==> src/rtl/kle_ram.sv <==
// Generic single-write, single-read RAM with a registered read port.
// No dependencies.
module kle_ram #(
  parameter int WIDTH = 8,
  parameter int DEPTH = 512
) (
  input  logic                     clk_i,
  input  logic                     we_i,
  input  logic [$clog2(DEPTH)-1:0] waddr_i,
  input  logic [WIDTH-1:0]         wdata_i,
  input  logic [$clog2(DEPTH)-1:0] raddr_i,
  output logic [WIDTH-1:0]         rdata_o
);

  logic [WIDTH-1:0] mem_q [DEPTH];

  always_ff @(posedge clk_i) begin
    if (we_i) begin
      mem_q[waddr_i] <= wdata_i;
    end
    rdata_o <= mem_q[raddr_i];
  end

endmodule
==> config.mk <==
export PLATFORM = sky130hd
export DESIGN_NAME = kle_ram
export DESIGN_NICKNAME = d
export VERILOG_FILES = /design/src/rtl/kle_ram.sv
export SDC_FILE = /design/constraint.sdc
export NUM_CORES = 2
export LEC_CHECK = 0
export BUFFER_PORTS_ARGS = -buffer_cell sky130_fd_sc_hd__buf_2
export CAP_MARGIN = 10
export CORE_MARGIN = 8
export CORE_UTILIZATION = 50
export CTS_CLUSTER_SIZE = 10
export DETAILED_ROUTE_END_ITERATION = 7
export GPL_TIMING_DRIVEN = 0
export PLACE_DENSITY = 0.62
export REMOVE_ABC_BUFFERS = 1
export SYNTH_ARGS = -nofsm -noshare
export SYNTH_HDL_FRONTEND = slang
export SYNTH_SLANG_ARGS = --single-unit
export TNS_END_PERCENT = 10
==> constraint.sdc <==
create_clock -name clk_i -period 3.2 [get_ports clk_i]
set_input_delay 0.64 -clock clk_i [delete_from_list [all_inputs] [get_ports clk_i]]
set_output_delay 0.64 -clock clk_i [all_outputs]
set_load 0.01 [all_outputs]
# Word-level counts from Yosys, hierarchy flattened
# Memories as Yosys holds them, arrays and structs flattened. A register that Yosys moved wholly into a read port is not among the register bits.
# Cells that the tools add are included.
dict set report word_totals {
  ram_bits 4096
  in_bits 28
  mem_count 1
  output_inout_bits 8
  elab_cells 3
  ff_bits 0
}
# name words word_bits read_ports rd_ports_with_merged_regs wr line_no
set mem_list {}
lappend mem_list {mem_q 512 8 1 1 1 15} ;# logic [WIDTH-1:0] mem_q [DEPTH];
dict set report op_classes {
  n_mux 2
}
# op n
set ops {}
lappend ops {{two-way mux 1 bit} 2}

# Longest topological paths before layout
dict set report logic_depth {
  word_depth 2
  depth_mapped 12
  depth_no_buf 7
}

# Worst setup path before layout
# OpenSTA, ideal clock, no wires.
dict set report synth_path {
  path_type {input to register}
  startpoint {input raddr_i[0]}
  endpoint {register rdata_o[0] (read register of mem_q)}
  t_arrival_ns 2.494
  path_slack_ns 0.588
  setup_time_ns 0.118
  path_buffers 4
  t_required_ns 3.082
  path_stages 10
  cell_sequence {buf_4 -> buf_12 -> buf_12 -> buf_2 -> mux4_2 -> o21ai_0 -> nand3_1 -> nand4_1 -> o21ai_0 -> o2111a_1}
}
# item line_no
set synth_rtl {}
lappend synth_rtl {{from (decl)} 11} ;# input logic [$clog2(DEPTH)-1:0] raddr_i,
lappend synth_rtl {{to (decl)} 12} ;# output logic [WIDTH-1:0] rdata_o

==> results.sh <==
export IMPL_fp_dieW_um=582
export IMPL_first_global_vias=81600
export IMPL_setup_viol=7
export IMPL_n_fill_cell=23200
export IMPL_hold_ws_ps=117
export IMPL_drcViolationCount=0
export IMPL_worstPathRequired_ps=4040
export IMPL_synth_async_reset_ratio_pct=0
export IMPL_crit_arrival_ps=4250
export IMPL_start_kind="primary input"
export IMPL_clock_sinks=4104
export IMPL_first_pass_iters=6
export IMPL_die_area_um2=338000
export IMPL_drive_gt1_share_pct=18.5
export IMPL_hold_class="in2reg"
export IMPL_tightest_slew_ps=1330
export IMPL_yosysWarnings=0
export IMPL_synthSimpleGateAreaFrac_pct=2.63
export IMPL_design_area_um2=181000
export IMPL_dpl_hpwl_mm=237
export IMPL_postPlaceCellArea_um2=165000
export IMPL_clk_insertion_delay_late_ps=1000
export IMPL_area_growth_pct=13.0
export IMPL_pin_count=36
export IMPL_synth_top_area_share_pct=76.9
export IMPL_core_um2=318000
export IMPL_drt_total_wl_mm=426
export IMPL_synth_area_leader_cell="edfxtp_1"
export IMPL_synth_area_mux_share_pct=14.2
export IMPL_max_freq_ghz=0.294
export IMPL_worstSetupEndpointType="register"
export IMPL_drt_iter0_markers=10200
export IMPL_synth_adder_area_share_pct=0
export IMPL_syn_avg_cell_area_um2=19.9
export IMPL_fin_util_pct=56.8
export IMPL_numPortBuffers=35
export IMPL_synth_seq_cells=4104
export IMPL_instances_no_fill=12500
export IMPL_avgViaCountPerCell=6.55
export IMPL_vdd_ir_drop_worst_v=0.000455
export IMPL_reg2reg_from="mem_q[274][0]"
export IMPL_numCtsBuffers=452
export IMPL_hold_violations=0
export IMPL_synth_most_common_cell="edfxtp_1"
export IMPL_placed_cells=11800
export IMPL_fin_nets=8246
export IMPL_ctsHtreeMaxLevel=5
export IMPL_critPathKind="in2reg"
export IMPL_max_cap_viol_count=0
export IMPL_synthTopCellsByCount="edfxtp_1 (4,096), mux2i_1 (797), mux4_2 (654)"
export IMPL_rows=207
export IMPL_p_leak_nw=57.0
export IMPL_grt_max_degree=153
export IMPL_status="complete, but fails checks"
export IMPL_overflow=0
export IMPL_power_density_nw_per_um2=610
export IMPL_violations="setup timing"
export IMPL_worst_slack_ps=-206
export IMPL_startpoint="raddr_i[4]"
export IMPL_grt_antenna_before_repair=30
export IMPL_final_antenna_net_count=0
export IMPL_drv_slew=0
export IMPL_die_y_um=582
export IMPL_place_ws_ps=-4550
export IMPL_synth_compound_area_share_pct=4.31
export IMPL_synth_area_um2=160000
export IMPL_multiInputGateArea_um2=35100
export IMPL_period_needed_ps=3410
export IMPL_synth_top_family_by_area="multiplexers"
export IMPL_clk_path_buf_depth=4
export IMPL_tritoncts="yes"
export IMPL_ys_seq_area_share_pct=77.0
export IMPL_grt_usage_pct=24.6
export IMPL_grt_pass1_wl_mm=604
export IMPL_synthCells=8030
export IMPL_tns_ps=-919
export IMPL_cp_max_fo=76
export IMPL_vias=81900
export IMPL_drt_wirelength_per_cell_um=34.1
export IMPL_rsz0062_at_grt="true"
export IMPL_synth_cell_type_count=51
export IMPL_ys_top_cells_by_area="edfxtp_1 (77%), mux4_2 (9.2%), mux2i_1 (5.0%), o221ai_1 (2.0%), nor2_1 (1.4%)"
export IMPL_synth_xor_area_share_pct=0
export IMPL_cts_root_buffer="clkbuf_16"
export IMPL_hold_start="wdata_i[2]"
export IMPL_synth_edf_count=4096
export IMPL_finalClockSkew_ps=57.4
export IMPL_regArea_um2=123000
export IMPL_initial_core_util_pct=50.3
export IMPL_gp_congestion=0.803
export IMPL_final_period_utilization_pct=106
export IMPL_synth_main_ff_cell="edfxtp_1"
export IMPL_fin_total_pwr_mw=110
export IMPL_cts_clk_slew_worst_paths_ps=50
export IMPL_slew_headroom_pct=10.9
[path summary, 6_finish.rpt]
path	cells after the start	slack, ps	end
worst max-delay path	11	-210	rdata_o[7]
worst min-delay path	1	120	mem_q[474][2]
worst max register to register	7	380	rdata_o[0]
worst min register to register	4	1150	rdata_o[0]
[area by class of cell]
class,instances,area share [%]
timing repair buffer,242,2.79
timing repair inverter,1,0.00485
sequential,4104,68.2
clock inverter,31,0.289
clock buffer,502,6.41
inverter,3,0.0166
antenna,26,0.0360
multi-input combinational,3414,19.4
tap,4180,2.89
[state kept, by name, summed over array words and instances (netlist names)]
name	count
rdata_o	8
mem_q	4096
[per-layer routing]
| metal | routed length, µm | GRT usage (%) | up-vias | part of all wire, % |
|---|---|---|---|---|
| met4 | 14900 | 8.36 | 6 | 3.5 |
| met5 | 39 | 0 | - | 0.0091 |
| met2 | 206000 | 39.7 | 4121 | 48 |
| met1 | 168000 | 34.3 | 43300 | 39 |
| li1 | - | - | 33700 | - |
| met3 | 37900 | 4.23 | 738 | 8.9 |
[power breakdown]
group | total [mW] | switching [mW] | internal [mW]
Combinational | 5.97 | 3.91 | 2.07
Clock | 44.9 | 19.6 | 25.3
Sequential | 59.3 | 0.0845 | 59.3
[cell families after synthesis]
| family | count (synthesis) |
|---|---|
| simple gates | 980 |
| flops | 4104 |
| buf+inv | 516 |
| compound gates | 979 |
| mux | 1451 |
[critical path, cell delays in order]
cell	delay (ps)
buf_12	150
buf_16	230
inv_16	350
buf_16	330
o221ai_1	450
a21oi_1	500
nor4_1	100
nand4_1	260
o21ai_0	220
buf_4	230
o2111a_1	230
[placed cells by master, fill, tap and decap left out, drive strengths merged, types with 13 or more instances in the layout]
cell,count
diode,26
clkinv,20
nand2,111
nor3,109
a22oi,61
nor4,36
nand3,36
nor2,597
inv,14
o22ai,163
mux2i,797
mux4,654
edfxtp,4096
o21ai,119
bufbuf,38
o221ai,372
buf,196
nand4,32
and2,20
a21oi,194
a211oi,17
o31ai,13
clkbuf,508
[repair_timing]
item,in CTS,in global routing
resized for setup,178,27
hold buffers,2,0
endpoints found under the hold margin,29,0
cloned,56,4
pin swaps,38,21
endpoints found under the setup margin,8,8
setup buffers,29,8
(Power assumes the default switching activity.)
